<file path="src/hw/rtl/assert_macros.svh">
// assertion helpers included by the column core rtl
`ifndef ASSERT_MACROS_SVH
`define ASSERT_MACROS_SVH

// property must hold at every clock edge outside reset
`define GRM_ASSERT(label, prop, msg) \
  label: assert property (@(posedge clk_i) disable iff (!rst_ni) (prop)) else $error(msg);

// expression must never be true outside reset
`define GRM_ASSERT_NEVER(label, expr, msg) \
  label: assert property (@(posedge clk_i) disable iff (!rst_ni) !(expr)) else $error(msg);

`endif

</file>
<file path="src/hw/rtl/grm_pkg.sv">
// ----------------------------------------------------------------------------
// grm_pkg
// Types, constants and the quarter-wave sine table of the column ray marcher.
// ----------------------------------------------------------------------------
package grm_pkg;

  localparam int SCREEN_COLUMNS_DEF = 120;
  localparam int MAX_STEPS_DEF      = 160;
  localparam int VIEW_ROWS_DEF      = 40;

  localparam int MAP_AREA_ROWS = 20;
  localparam int FOV_UNITS     = 8192;
  localparam int STEP_DIV      = 10;
  localparam int STEP_DIVISOR  = 4 * STEP_DIV;

  localparam logic [15:0] QUARTER_TURN = 16'd16384;

  // reciprocal of the step divisor: floor(a/40) = (a * RCP_MUL) >> RCP_SHIFT, a < 2^18
  localparam logic [15:0] RCP_MUL   = 16'd52429;
  localparam int          RCP_SHIFT = 21;
  // bias that keeps the trig value non-negative, a multiple of the divisor
  localparam int          TRIG_BIAS_Q = 410;
  localparam logic [15:0] TRIG_BIAS   = 16'(TRIG_BIAS_Q * STEP_DIVISOR);

  // position width, sized for the largest step count of 1024
  localparam int POS_W = 22;

  localparam int CFG_ADDR_W = 3;
  localparam int CFG_DATA_W = 64;

  typedef enum logic [CFG_ADDR_W-1:0] {
    CFG_PLAYER_X    = 3'd0,
    CFG_PLAYER_Y    = 3'd1,
    CFG_VIEW_ANGLE  = 3'd2,
    CFG_MAP_0_3     = 3'd3,
    CFG_MAP_4_7     = 3'd4,
    CFG_MAP_8_11    = 3'd5,
    CFG_MAP_12_15   = 3'd6
  } cfg_idx_e;

  typedef struct packed {
    logic signed [POS_W-1:0] q;
    logic [5:0]              r;
    logic [3:0]              cell_idx;
    logic                    off;
  } axis_step_t;

  function automatic logic [14:0] sine_tab(input logic [4:0] idx);
    logic [14:0] v;
    unique case (idx)
      5'd0:    v = 15'd0;
      5'd1:    v = 15'd1606;
      5'd2:    v = 15'd3196;
      5'd3:    v = 15'd4756;
      5'd4:    v = 15'd6270;
      5'd5:    v = 15'd7723;
      5'd6:    v = 15'd9102;
      5'd7:    v = 15'd10394;
      5'd8:    v = 15'd11585;
      5'd9:    v = 15'd12665;
      5'd10:   v = 15'd13623;
      5'd11:   v = 15'd14449;
      5'd12:   v = 15'd15137;
      5'd13:   v = 15'd15679;
      5'd14:   v = 15'd16069;
      5'd15:   v = 15'd16305;
      default: v = 15'd16384;
    endcase
    return v;
  endfunction

endpackage

</file>
<file path="src/hw/rtl/grm_mul.sv">
// ----------------------------------------------------------------------------
// grm_mul
// Shared 16x16 unsigned multiplier with a registered product.
// ----------------------------------------------------------------------------
module grm_mul (
  input  logic        clk_i,
  input  logic [15:0] a_i,
  input  logic [15:0] b_i,
  output logic [31:0] p_o
);

  logic [31:0] p_q;

  always_ff @(posedge clk_i) begin
    p_q <= a_i * b_i;
  end

  assign p_o = p_q;

endmodule

</file>
<file path="src/hw/rtl/grm_div.sv">
// ----------------------------------------------------------------------------
// grm_div
// Restoring divider, one quotient bit per cycle, most significant bit first.
// ----------------------------------------------------------------------------
module grm_div #(
  parameter int NUM_W = 13,
  parameter int DEN_W = 9,
  parameter int QUO_W = 5
) (
  input  logic             clk_i,
  input  logic             rst_ni,
  input  logic             start_i,
  input  logic [NUM_W-1:0] num_i,
  input  logic [DEN_W-1:0] den_i,
  output logic             done_o,
  output logic [QUO_W-1:0] quot_o
);

  localparam int SH_W  = DEN_W + QUO_W - 1;
  localparam int REM_W = (NUM_W > SH_W) ? NUM_W : SH_W;
  localparam int CNT_W = (QUO_W > 2) ? $clog2(QUO_W) : 1;

  logic             busy_q, busy_d;
  logic             done_q, done_d;
  logic [CNT_W-1:0] cnt_q, cnt_d;
  logic [REM_W-1:0] rem_q, rem_d;
  logic [SH_W-1:0]  den_q, den_d;
  logic [QUO_W-1:0] quot_q, quot_d;
  logic             ge;

  assign ge = rem_q >= REM_W'(den_q);

  always_comb begin
    busy_d = busy_q;
    done_d = 1'b0;
    cnt_d  = cnt_q;
    rem_d  = rem_q;
    den_d  = den_q;
    quot_d = quot_q;
    if (start_i) begin
      busy_d = 1'b1;
      cnt_d  = CNT_W'(QUO_W - 1);
      rem_d  = REM_W'(num_i);
      den_d  = SH_W'(den_i) << (QUO_W - 1);
      quot_d = '0;
    end else if (busy_q) begin
      if (ge) begin
        rem_d = rem_q - REM_W'(den_q);
      end
      quot_d = {quot_q[QUO_W-2:0], ge};
      den_d  = den_q >> 1;
      cnt_d  = cnt_q - CNT_W'(1);
      if (cnt_q == '0) begin
        busy_d = 1'b0;
        done_d = 1'b1;
      end
    end
  end

  always_ff @(posedge clk_i or negedge rst_ni) begin
    if (!rst_ni) begin
      busy_q <= 1'b0;
      done_q <= 1'b0;
    end else begin
      busy_q <= busy_d;
      done_q <= done_d;
    end
  end

  always_ff @(posedge clk_i) begin
    cnt_q  <= cnt_d;
    rem_q  <= rem_d;
    den_q  <= den_d;
    quot_q <= quot_d;
  end

  assign done_o = done_q;
  assign quot_o = quot_q;

endmodule

</file>
<file path="src/hw/rtl/grm_axis_step.sv">
// ----------------------------------------------------------------------------
// grm_axis_step
// One march step along one axis: advances the offset quotient and remainder
// by the per-step increment and finds the map cell of the new sample.
// ----------------------------------------------------------------------------
module grm_axis_step
  import grm_pkg::*;
(
  input  logic signed [POS_W-1:0] q_i,
  input  logic [5:0]              r_i,
  input  logic signed [11:0]      qu_i,
  input  logic [5:0]              ru_i,
  input  logic [15:0]             pos_i,
  input  logic                    sub_i,
  output axis_step_t              step_o
);

  logic [6:0]       rs;
  logic             carry;
  logic [POS_W-1:0] q_new;
  logic [POS_W-1:0] v;
  logic [POS_W-1:0] t;

  assign rs    = 7'(r_i) + 7'(ru_i);
  assign carry = rs >= 7'(STEP_DIVISOR);
  assign q_new = POS_W'(q_i) + POS_W'(qu_i) + POS_W'(carry);
  assign v     = sub_i ? (POS_W'(pos_i) - q_new) : (POS_W'(pos_i) + q_new);
  assign t     = v + POS_W'(2048);

  assign step_o.q        = $signed(q_new);
  assign step_o.r        = carry ? 6'(rs - 7'(STEP_DIVISOR)) : 6'(rs);
  assign step_o.cell_idx = t[15:12];
  // off map when the cell is negative, zero or sixteen and above
  assign step_o.off      = (t[POS_W-1:16] != '0) || (t[15:12] == 4'd0);

endmodule

</file>
<file path="src/hw/rtl/grid_ray_march_column_core.sv">
// ----------------------------------------------------------------------------
// grid_ray_march_column_core
// Casts one ray per screen column through a 16x16 wall map and returns the
// step count, the hit flag and the wall slice rows. A column is taken only
// while the sequencer is idle; the result sits in an output register, so a
// new column may start while the last result waits. Each column is accepted,
// then passes sine lookup and reciprocal scaling through the one shared
// multiplier (S_SIN_MUL, S_SIN_ADD, S_RCP_MUL, S_RCP_SPLIT, per axis), the
// march at one step per cycle (1 to MAX_STEPS steps), the bit-serial row
// divider, and S_FIN, which loads the output register once it is free.
// ----------------------------------------------------------------------------
`include "assert_macros.svh"

module grid_ray_march_column_core
  import grm_pkg::*;
#(
  parameter int SCREEN_COLUMNS = SCREEN_COLUMNS_DEF,
  parameter int MAX_STEPS      = MAX_STEPS_DEF,
  parameter int VIEW_ROWS      = VIEW_ROWS_DEF
) (
  input  logic                  clk_i,
  input  logic                  rst_ni,
  input  logic                  cfg_we_i,
  input  logic [CFG_ADDR_W-1:0] cfg_addr_i,
  input  logic [CFG_DATA_W-1:0] cfg_wdata_i,
  input  logic                  in_valid_i,
  output logic                  in_ready_o,
  input  logic [6:0]            column_i,
  output logic                  out_valid_o,
  input  logic                  out_ready_i,
  output logic [5:0]            ceiling_row_o,
  output logic [5:0]            floor_row_o,
  output logic [7:0]            hit_steps_o,
  output logic                  wall_hit_o
);

  localparam int STEP_W = $clog2(MAX_STEPS + 1);
  localparam int NUM_W  = $clog2(VIEW_ROWS * MAX_STEPS + 1);
  localparam int DEN_W  = STEP_W + 1;
  localparam int QUO_W  = $clog2(VIEW_ROWS / 2 + 1);

  localparam logic [2:0] S_IDLE      = 3'd0;
  localparam logic [2:0] S_SIN_MUL   = 3'd1;
  localparam logic [2:0] S_SIN_ADD   = 3'd2;
  localparam logic [2:0] S_RCP_MUL   = 3'd3;
  localparam logic [2:0] S_RCP_SPLIT = 3'd4;
  localparam logic [2:0] S_MARCH     = 3'd5;
  localparam logic [2:0] S_DIV       = 3'd6;
  localparam logic [2:0] S_FIN       = 3'd7;

  // configuration
  logic [15:0]  player_x_q, player_y_q, view_angle_q;
  logic [255:0] map_q;

  // sequencer and datapath registers
  logic [2:0]              state_q, state_d;
  logic [15:0]             ray_q, ray_d;
  logic                    axis_q, axis_d;
  logic signed [15:0]      trig_q, trig_d;
  logic signed [11:0]      qux_q, qux_d, quy_q, quy_d;
  logic [5:0]              rux_q, rux_d, ruy_q, ruy_d;
  logic signed [POS_W-1:0] qx_q, qx_d, qy_q, qy_d;
  logic [5:0]              rx_q, rx_d, ry_q, ry_d;
  logic [STEP_W-1:0]       steps_q, steps_d;
  logic                    hit_q, hit_d;
  logic                    out_valid_q, out_valid_d;
  logic [5:0]              ceil_row_q, ceil_row_d, floor_row_q, floor_row_d;
  logic [7:0]              hit_steps_q, hit_steps_d;
  logic                    wall_hit_q, wall_hit_d;

  // column angle offsets
  logic [15:0] col_ofs [128];
  for (genvar k = 0; k < 128; k++) begin : g_col_ofs
    assign col_ofs[k] = 16'((k * FOV_UNITS) / SCREEN_COLUMNS);
  end

  logic [15:0] ray_start;
  assign ray_start = view_angle_q + 16'(FOV_UNITS / 2) - col_ofs[column_i];

  // sine lookup of the current axis
  logic [15:0] ang;
  logic [14:0] xq;
  logic [4:0]  tidx;
  logic [9:0]  frac;
  logic [14:0] tbase;
  logic [10:0] tdiff;
  logic [15:0] mag;
  logic [15:0] sin_val;

  assign ang   = axis_q ? ray_q : (ray_q + QUARTER_TURN);
  assign xq    = ang[14] ? (15'(QUARTER_TURN) - {1'b0, ang[13:0]}) : {1'b0, ang[13:0]};
  assign tidx  = xq[14:10];
  assign frac  = xq[9:0];
  assign tbase = sine_tab(tidx);
  assign tdiff = (tidx == 5'd16) ? 11'd0 : 11'(sine_tab(5'(tidx + 5'd1)) - tbase);

  // shared multiplier
  logic [15:0] mul_a, mul_b;
  logic [31:0] mul_p;
  logic [15:0] bias_a;
  logic [10:0] qd;

  assign bias_a = 16'($unsigned(trig_q)) + TRIG_BIAS;
  assign mul_a  = (state_q == S_RCP_MUL) ? bias_a : 16'(tdiff);
  assign mul_b  = (state_q == S_RCP_MUL) ? RCP_MUL : 16'(frac);

  grm_mul u_mul (
    .clk_i (clk_i),
    .a_i   (mul_a),
    .b_i   (mul_b),
    .p_o   (mul_p)
  );

  assign mag     = 16'(tbase) + 16'((22'(mul_p) + 22'd512) >> 10);
  assign sin_val = ang[15] ? (16'd0 - mag) : mag;
  assign qd      = mul_p[RCP_SHIFT+10:RCP_SHIFT];

  logic signed [11:0] qu_split;
  logic [5:0]         ru_split;
  assign qu_split = $signed(12'({1'b0, qd}) - 12'(TRIG_BIAS_Q));
  assign ru_split = 6'(bias_a - {qd, 5'b0} - {2'b0, qd, 3'b0});

  // march step
  axis_step_t step_x, step_y;

  grm_axis_step u_step_x (
    .q_i    (qx_q),
    .r_i    (rx_q),
    .qu_i   (qux_q),
    .ru_i   (rux_q),
    .pos_i  (player_x_q),
    .sub_i  (1'b0),
    .step_o (step_x)
  );

  grm_axis_step u_step_y (
    .q_i    (qy_q),
    .r_i    (ry_q),
    .qu_i   (quy_q),
    .ru_i   (ruy_q),
    .pos_i  (player_y_q),
    .sub_i  (1'b1),
    .step_o (step_y)
  );

  logic              wall;
  logic [STEP_W-1:0] steps_next;
  logic              stop;

  assign wall       = step_x.off || step_y.off ||
                      map_q[{step_y.cell_idx, step_x.cell_idx}];
  assign steps_next = steps_q + STEP_W'(1);
  assign stop       = wall || (steps_next == STEP_W'(MAX_STEPS));

  // row divider
  logic [NUM_W-1:0] rows_prod;
  logic [NUM_W-1:0] div_num;
  logic             div_start;
  logic             div_done;
  logic [QUO_W-1:0] div_quot;

  assign rows_prod = NUM_W'(VIEW_ROWS * steps_next);
  assign div_num   = (rows_prod > NUM_W'(2 * STEP_DIV * VIEW_ROWS)) ?
                     (rows_prod - NUM_W'(2 * STEP_DIV * VIEW_ROWS)) : '0;

  grm_div #(
    .NUM_W (NUM_W),
    .DEN_W (DEN_W),
    .QUO_W (QUO_W)
  ) u_div (
    .clk_i   (clk_i),
    .rst_ni  (rst_ni),
    .start_i (div_start),
    .num_i   (div_num),
    .den_i   ({steps_next, 1'b0}),
    .done_o  (div_done),
    .quot_o  (div_quot)
  );

  always_comb begin
    state_d     = state_q;
    ray_d       = ray_q;
    axis_d      = axis_q;
    trig_d      = trig_q;
    qux_d       = qux_q;
    rux_d       = rux_q;
    quy_d       = quy_q;
    ruy_d       = ruy_q;
    qx_d        = qx_q;
    rx_d        = rx_q;
    qy_d        = qy_q;
    ry_d        = ry_q;
    steps_d     = steps_q;
    hit_d       = hit_q;
    div_start   = 1'b0;
    out_valid_d = out_valid_q;
    ceil_row_d  = ceil_row_q;
    floor_row_d = floor_row_q;
    hit_steps_d = hit_steps_q;
    wall_hit_d  = wall_hit_q;
    if (out_valid_q && out_ready_i) begin
      out_valid_d = 1'b0;
    end
    unique case (state_q)
      S_IDLE: begin
        if (in_valid_i) begin
          ray_d   = ray_start;
          axis_d  = 1'b0;
          state_d = S_SIN_MUL;
        end
      end
      S_SIN_MUL: begin
        state_d = S_SIN_ADD;
      end
      S_SIN_ADD: begin
        trig_d  = $signed(sin_val);
        state_d = S_RCP_MUL;
      end
      S_RCP_MUL: begin
        state_d = S_RCP_SPLIT;
      end
      S_RCP_SPLIT: begin
        if (!axis_q) begin
          qux_d   = qu_split;
          rux_d   = ru_split;
          axis_d  = 1'b1;
          state_d = S_SIN_MUL;
        end else begin
          quy_d   = qu_split;
          ruy_d   = ru_split;
          qx_d    = '0;
          qy_d    = '0;
          rx_d    = 6'(STEP_DIVISOR / 2);
          ry_d    = 6'(STEP_DIVISOR / 2);
          steps_d = '0;
          state_d = S_MARCH;
        end
      end
      S_MARCH: begin
        qx_d    = step_x.q;
        rx_d    = step_x.r;
        qy_d    = step_y.q;
        ry_d    = step_y.r;
        steps_d = steps_next;
        if (stop) begin
          hit_d     = wall;
          div_start = 1'b1;
          state_d   = S_DIV;
        end
      end
      S_DIV: begin
        if (div_done) begin
          state_d = S_FIN;
        end
      end
      S_FIN: begin
        if (!out_valid_q || out_ready_i) begin
          out_valid_d = 1'b1;
          ceil_row_d  = 6'(MAP_AREA_ROWS + int'(div_quot));
          floor_row_d = 6'(MAP_AREA_ROWS + VIEW_ROWS - int'(div_quot));
          hit_steps_d = 8'(steps_q);
          wall_hit_d  = hit_q;
          state_d     = S_IDLE;
        end
      end
    endcase
  end

  always_ff @(posedge clk_i or negedge rst_ni) begin
    if (!rst_ni) begin
      state_q      <= S_IDLE;
      out_valid_q  <= 1'b0;
      steps_q      <= '0;
      player_x_q   <= 16'd16384;
      player_y_q   <= 16'd40960;
      view_angle_q <= 16'd16384;
      map_q        <= '0;
    end else begin
      state_q     <= state_d;
      out_valid_q <= out_valid_d;
      steps_q     <= steps_d;
      if (cfg_we_i) begin
        unique case (cfg_addr_i)
          CFG_PLAYER_X:   player_x_q     <= cfg_wdata_i[15:0];
          CFG_PLAYER_Y:   player_y_q     <= cfg_wdata_i[15:0];
          CFG_VIEW_ANGLE: view_angle_q   <= cfg_wdata_i[15:0];
          CFG_MAP_0_3:    map_q[63:0]    <= cfg_wdata_i;
          CFG_MAP_4_7:    map_q[127:64]  <= cfg_wdata_i;
          CFG_MAP_8_11:   map_q[191:128] <= cfg_wdata_i;
          CFG_MAP_12_15:  map_q[255:192] <= cfg_wdata_i;
          default: ;
        endcase
      end
    end
  end

  always_ff @(posedge clk_i) begin
    ray_q       <= ray_d;
    axis_q      <= axis_d;
    trig_q      <= trig_d;
    qux_q       <= qux_d;
    rux_q       <= rux_d;
    quy_q       <= quy_d;
    ruy_q       <= ruy_d;
    qx_q        <= qx_d;
    rx_q        <= rx_d;
    qy_q        <= qy_d;
    ry_q        <= ry_d;
    hit_q       <= hit_d;
    ceil_row_q  <= ceil_row_d;
    floor_row_q <= floor_row_d;
    hit_steps_q <= hit_steps_d;
    wall_hit_q  <= wall_hit_d;
  end

  assign in_ready_o    = (state_q == S_IDLE);
  assign out_valid_o   = out_valid_q;
  assign ceiling_row_o = ceil_row_q;
  assign floor_row_o   = floor_row_q;
  assign hit_steps_o   = hit_steps_q;
  assign wall_hit_o    = wall_hit_q;

  `GRM_ASSERT(a_steps_cap, steps_q <= STEP_W'(MAX_STEPS), "step count above cap")
  `GRM_ASSERT(a_march_rem, (state_q == S_MARCH) |-> (rx_q < 6'(STEP_DIVISOR) && ry_q < 6'(STEP_DIVISOR)), "march remainder out of range")
  `GRM_ASSERT(a_cap_steps, (out_valid_o && !wall_hit_o) |-> (hit_steps_o == 8'(MAX_STEPS)), "depth cap result without full step count")
  `GRM_ASSERT(a_row_sum, out_valid_o |-> (6'(ceiling_row_o + floor_row_o) == 6'(2 * MAP_AREA_ROWS + VIEW_ROWS)), "wall slice rows inconsistent")
  `GRM_ASSERT_NEVER(a_div_idle, div_done && (state_q != S_DIV), "divider finished outside its state")

endmodule
</file>
<file path="config.mk">
export PLATFORM = sky130hd
export DESIGN_NAME = grid_ray_march_column_core
export DESIGN_NICKNAME = d
export VERILOG_FILES = /design/src/hw/rtl/grm_pkg.sv /design/src/hw/rtl/grm_mul.sv /design/src/hw/rtl/grm_div.sv /design/src/hw/rtl/grm_axis_step.sv /design/src/hw/rtl/grid_ray_march_column_core.sv
export VERILOG_INCLUDE_DIRS = /design/src /design/src/hw/rtl
export SDC_FILE = /design/constraint.sdc
export NUM_CORES = 2
export LEC_CHECK = 0
export BUFFER_PORTS_ARGS = -buffer_cell sky130_fd_sc_hd__buf_2
export CELL_PAD_IN_SITES_DETAIL_PLACEMENT = 0
export CELL_PAD_IN_SITES_GLOBAL_PLACEMENT = 1
export CORE_MARGIN = 5
export CORE_UTILIZATION = 35
export CTS_BUF_LIST = sky130_fd_sc_hd__clkbuf_8
export CTS_CLUSTER_SIZE = 8
export DETAILED_ROUTE_END_ITERATION = 10
export GPL_TIMING_DRIVEN = 0
export PLACE_DENSITY = 0.67
export SLEW_MARGIN = 20
export SYNTH_ARGS = -nofsm -noshare
export SYNTH_HDL_FRONTEND = slang
export SYNTH_SLANG_ARGS = --single-unit
</file>
<file path="constraint.sdc">
create_clock -name clk_i -period 15.1 [get_ports clk_i]
set_input_delay 1.51 -clock clk_i [delete_from_list [all_inputs] [get_ports clk_i]]
set_output_delay 1.51 -clock clk_i [all_outputs]
set_load 0.02 [all_outputs]
</file>
== Yosys cells after proc, flatten, opt, wreduce, memory -nomap -nowiden ==
Memory sizes are Yosys's and may differ from the RTL's.
Cells that the tools add are included.
Cells by class
  add/subtract/negate cells: 31
  multipliers: 2
  divide/modulo/power cells: 0
  order comparisons: 6
  equality and inequality tests: 20
  shifts and indexed selects: 0
  mux-type cells: 47
  bitwise logic cells: 2
  reduce and logical (&&, ||, !) cells: 35
Operators by type and width (number)
  16-bit two-way mux: 6
  22-bit one-hot mux with 2 select lines: 2
  13-bit two-way mux: 6
  22-bit by 1-bit adder with 22-bit output: 2
  22-bit by 12-bit adder with 22-bit output, second input constant: 2
  22-bit adder: 2
  16-bit by 15-bit adder with 16-bit output, second input constant: 2
  16-bit by 16-bit multiplier with 32-bit output: 1
  15-bit two-way mux: 2
  2-bit AND reduction: 15
  3-bit one-hot mux with 8 select lines: 1
  6-bit one-hot mux with 2 select lines: 2
  16-bit by 22-bit adder with 22-bit output: 1
  22-bit by 10-bit adder with 22-bit output, second input constant: 1
  11-bit two-way mux: 2
  22-bit two-way mux: 1
  16-bit by 22-bit subtractor with 22-bit output: 1
  3-bit == test, second input constant: 7
  6-bit two-way mux: 3
  15-bit by 12-bit adder with 16-bit output: 1
  16-bit by 13-bit adder with 16-bit output, second input constant: 1
  8-bit one-hot mux with 2 select lines: 1
  1-bit by 16-bit subtractor with 16-bit output, first input constant: 1
  16-bit subtractor: 1
  other kinds (40): 79
Word-level totals
  register bits: 531
  bits in latches: 0
  bits in writable memories: 0
  bits in read-only memories: 2496
  input port bits: 79
  output and inout port bits: 23
  logic and storage cells: 180
  memories: 3
Memories
  (no name shown): words 128, width 16, read ports 1, clocked after memory_dff 0, write ports 0, line grid_ray_march_column_core.sv:78  | assign ray_start = view_angle_q + 16'(FOV_UNITS / 2) - col_ofs[column_i];
  (no name shown): words 16, width 14, read ports 1, clocked after memory_dff 0, write ports 0, line grm_pkg.sv:50  | unique case (idx)
  (no name shown): words 16, width 14, read ports 1, clocked after memory_dff 0, write ports 0, line grm_pkg.sv:50

== Longest topological paths before layout ==
  depth after elaboration: 14
  depth in mapped cells: 53
  mapped depth without buffers: 51

== Hierarchy ==
Synthesis repeated with hierarchy kept, for this count alone.
Unflattened totals
  cell total of the unflattened synthesis: 4053
  area, all modules: 41771.3 µm²
Modules (own cells, without submodules)
  grid_ray_march_column_core: times used 1, cells an instance 1984, area an instance 24476.0 µm², sequential area each 12296.8 µm²
  grm_mul: times used 1, cells an instance 1036, area an instance 9292.7 µm², sequential area each 640.6 µm²
  grm_axis_step at u_step_x: times used 1, cells an instance 406, area an instance 2947.8 µm², sequential area each 0.0 µm²
  grm_axis_step at u_step_y: times used 1, cells an instance 403, area an instance 2921.6 µm², sequential area each 0.0 µm²
  grm_div: times used 1, cells an instance 224, area an instance 2133.3 µm², sequential area each 950.9 µm²

== Least setup slack after synthesis ==
No wires, ideal clock.
  path kind: flip-flop to flip-flop
  from: register axis_q
  to: register u_mul.p_q[30] (netlist: u_mul.p_o[30])
  setup time: 0.118 ns
  data arrival time: 10.265 ns
  data required time: 14.982 ns
  slack: 4.717 ns
  cell stages (with the launch flop): 48
  buffers on the path: 2
  period minus slack after synthesis: 10.383 ns
  cells stage by stage: edfxtp_1 xor2_1 a21oi_1 xnor2_1 clkinv_1 ha_1 clkbuf_1 clkbuf_1 a21oi_1 o21ai_0 o21ai_0 ha_1 inv_1 fa_1 nand2_1 nand2_1 a21oi_1 o21bai_1 [12 not listed] inv_1 fa_1 inv_1 fa_1 inv_1 fa_1 inv_1 ha_1 o2111ai_1 o21ai_0 a211oi_1 o31ai_1 a21oi_1 a211o_1 nor2b_1 o21a_1 nor2_1 xnor2_1
On the way
  word-level cells in the longest chain between the ends: 10
  elaborated cells on any way between the ends: 14
  those cells by class: 3 x add/sub; 1 x mul; 1 x eq/ne; 7 x mux; 2 x memory
RTL lines
  start: declaration: line grid_ray_march_column_core.sv:58  | logic axis_q, axis_d;
  start signal: assignment: line grid_ray_march_column_core.sv:299  | axis_q <= axis_d;
  16-bit two-way mux *: line grid_ray_march_column_core.sv:90  | assign ang = axis_q ? ray_q : (ray_q + QUARTER_TURN);
  15-bit by 14-bit subtractor with 15-bit output: line grid_ray_march_column_core.sv:91  | assign xq = ang[14] ? (15'(QUARTER_TURN) - {1'b0, ang[13:0]}) : {1'b0, ang[13:0]};
  15-bit two-way mux *: line grid_ray_march_column_core.sv:91
  5-bit by 1-bit adder with 5-bit output: line grid_ray_march_column_core.sv:95  | assign tdiff = (tidx == 5'd16) ? 11'd0 : 11'(sine_tab(5'(tidx + 5'd1)) - tbase);
  memory read 16 x 14 bit
  11-bit two-way mux: line grm_pkg.sv:50
  11-bit subtractor: line grid_ray_march_column_core.sv:95
  11-bit two-way mux: line grid_ray_march_column_core.sv:95
  16-bit two-way mux: line grid_ray_march_column_core.sv:104  | assign mul_a = (state_q == S_RCP_MUL) ? bias_a : 16'(tdiff);
  16-bit by 16-bit multiplier with 32-bit output *: line grm_mul.sv:15  | p_q <= a_i * b_i;
  end signal: assignment: line grm_mul.sv:15
  end: declaration: line grm_mul.sv:12  | logic [31:0] p_q;
Mark *: on every way between the ends. The rest lies on a longest branch, timed or not.
A chain may end at the register's enable or synchronous reset.

== Worst setup path in the final report ==
Same ends and word-level chain as after synthesis.

==> metrics.yaml <==
status:
  status: "completed"
synthesis:
  ys_ff_latch: 521
  yosys.cell_types.count: 84
  synth_ff_type: "dfrtp_1"
  avgSynthCellArea_sq_um: 10.7
  yosys_warnings: 0
  ys_async_sr_fraction: 0.610
  ys_seq_area_frac: 0.363
  netlist_instances: 3541
  synth-edff-count: 167
  syn-cell-area_sq_um: 37700
clock_network:
  cts_buffer_depth: 3
  cts-root-buf: "clkbuf_8"
  cts_hold_buf: 0
  cts_sinks: 521
  postCtsSetupRepairBufs: 0
  cts_tree: "yes"
  cts.clk_slew.worst_paths_ns: 0.07
  cts-resized-gates: 0
  htreeDepth: 3
  clock_latency_ns: 0.72
  numCtsBuffers: 90
placed_design:
  place_hpwl_mm: 76.6
  dp_cells: 5076
  placement.io_buffers: 97
  gp_congestion: 0.853
worst_setup_path:
  cpPeakStageDelay_ns: 0.93
  cp-end-kind: "flip-flop"
  crit_path_start_kind: "flip-flop"
  slowest_stage: "a21oi_1"
  criticalPathCategory: "flip-flop to flip-flop"
  crit_required_ns: 15.67
  cp_max_fo: 11
  critPathArrivalTime_ns: 13.87
route:
  first_iter_violations: 1512
  drt-total-wl_mm: 99.6
  wl_per_cell_um: 19.0
  final_antenna_net_count: 0
  drtPass1Iterations: 6
  viasPerCell: 5.07
  num_vias: 26600
  route.detailed.drc: 0
die:
  io-pin-count: 102
  die_w_um: 338
  rows: 120
  dieArea_sq_um: 114000
  die_h_um: 338
  initial_utilization: 0.352
  coreArea_sq_um: 107000
grt:
  grt_pass1_wl_mm: 156
  grt_pass1_vias: 26900
  grt.total_usage: 0.171
  grt.overflow.total: 0
  antenna_found_initial: 10
  grt_max_degree: 81
timing:
  tns_ns: 0
  slew_headroom: 0.213
  setup_violations: 0
  fmax_mhz: 75.2
  fin_crit_sh: 0.880
  rsz0062_at_grt: "false"
  final_max_slew_viol_count: 0
  hold_viol: 0
  fin_skew_ns: 0.0550
  worstMarginPinSlew_ns: 1.18
  fin_crit_ns: 13.29
cells_and_area:
  seq_area_sq_um: 13700
  final_cells: 5245
  multiInputGateArea_sq_um: 22300
  layout_commonest_cell: "inv_1"
  postLayoutCoreUtil: 0.395
  areaGrowthSynthToFinish_pct: 12.0
  drive_gt1_frac: 0.167
  fill_cells: 10600
  final_nets: 4357
  final_cell_mix: "inv_1, ha_1, dfrtp_1"
run:
  cap_violations: 0
hold_path:
  hold_path_class: "flip-flop to flip-flop"
per-layer routing:
metal / routed length, um / global-route usage / part of all wire / vias up
met4: 2690 / 0.0467 / 0.027 / 6
met3: 4290 / 0.0269 / 0.043 / 153
met5: 41 / 0 / 0.00041 / -
met1: 47200 / 0.243 / 0.47 / 13000
li1: - / - / - / 12800
met2: 45400 / 0.274 / 0.46 / 565
cells by family (layout without fill, tap and decap cells):
kind of cell,count (synthesis),count (layout),share of synthesized area
AND/OR/NAND/NOR,836,836,0.104
buffers and inverters,486,756,0.0501
adder cells (fa/ha/maj),513,513,0.204
multiplexers,427,427,0.137
AO/OA/AOI/OAI,562,562,0.0966
flip-flops,521,521,0.363
XOR/XNOR,194,194,0.0450
other,2,33,0.000199
stage by stage:
stage	worst slack [ns]	hold slack (ns)	instance area, sq um
2_1_floorplan	4.72	0.400	37800
3_3_place_gp	1.71	0.408	40000
3_5_place_dp	1.83	0.474	40300
4_1_cts	1.69	0.487	42200
5_1_grt	0.794	0.498	42200
6_report	1.81	0.477	42200
synth_stat cells (all sizes together), types with 42 or more instances:
library cell | instances | area share
nand2b | 45 | 0.0075
edfxtp | 167 | 0.13
fa | 171 | 0.091
xor2 | 70 | 0.016
xnor2 | 124 | 0.029
clkbuf | 91 | 0.0091
inv | 367 | 0.037
nor2 | 260 | 0.026
o21ai | 122 | 0.016
ha | 342 | 0.11
nand3 | 55 | 0.0073
and2 | 46 | 0.0076
a21o | 42 | 0.0084
mux2 | 305 | 0.091
dfrtp | 314 | 0.21
nand2 | 245 | 0.024
a21oi | 162 | 0.022
nor3 | 61 | 0.0087
mux2i | 82 | 0.022
registers in the layout (all words and copies together) (netlist names), 16 cells and up:
signal and flops:
map_q 256, u_mul.p_o 23, qx_q 22, qy_q 22
player_x_q 16, player_y_q 16, ray_q 16, trig_q 16
view_angle_q 16
worst max-delay path: cells and delay by family (launching register included):
| family | cells | cell delay (ns) |
|---|---|---|
| AOI/OAI and AO/OA | 16 | 4.53 |
| adders and majority gates | 9 | 4.07 |
| xor gates and xnor gates | 4 | 1.72 |
| buffers and inverters | 9 | 1.37 |
| and+or+nand+nor | 6 | 0.87 |
| DFF | 1 | 0.58 |
path summary, 6_finish.rpt:
path	startpoint	end	slack, ns	depth (start not counted)
min in group asynchronous	rst_ni	map_q[55]	0.67	1
worst max-delay path	axis_q	u_mul.p_o[30]	1.81	44
worst min-delay path	hit_q	wall_hit_o	0.48	0
max in group asynchronous	rst_ni	view_angle_q[14]	13.28	3
worst min register to register	hit_q	wall_hit_o	0.48	0
worst max register to register	axis_q	u_mul.p_o[30]	1.81	44
layout make-up:
cell class / instances / area share
diodes: 8 / 0.000474
plain buffers: 118 / 0.0120
repair buffers: 109 / 0.0164
well taps: 1403 / 0.0416
clock inverters: 54 / 0.0106
multi-input cells: 2557 / 0.527
clock buffers: 107 / 0.0349
flip-flops and latches: 521 / 0.324
inverters: 368 / 0.0327
Power is not shown: default switching activity piles up to over one toggle a cycle in this logic, so the estimate is an artifact.
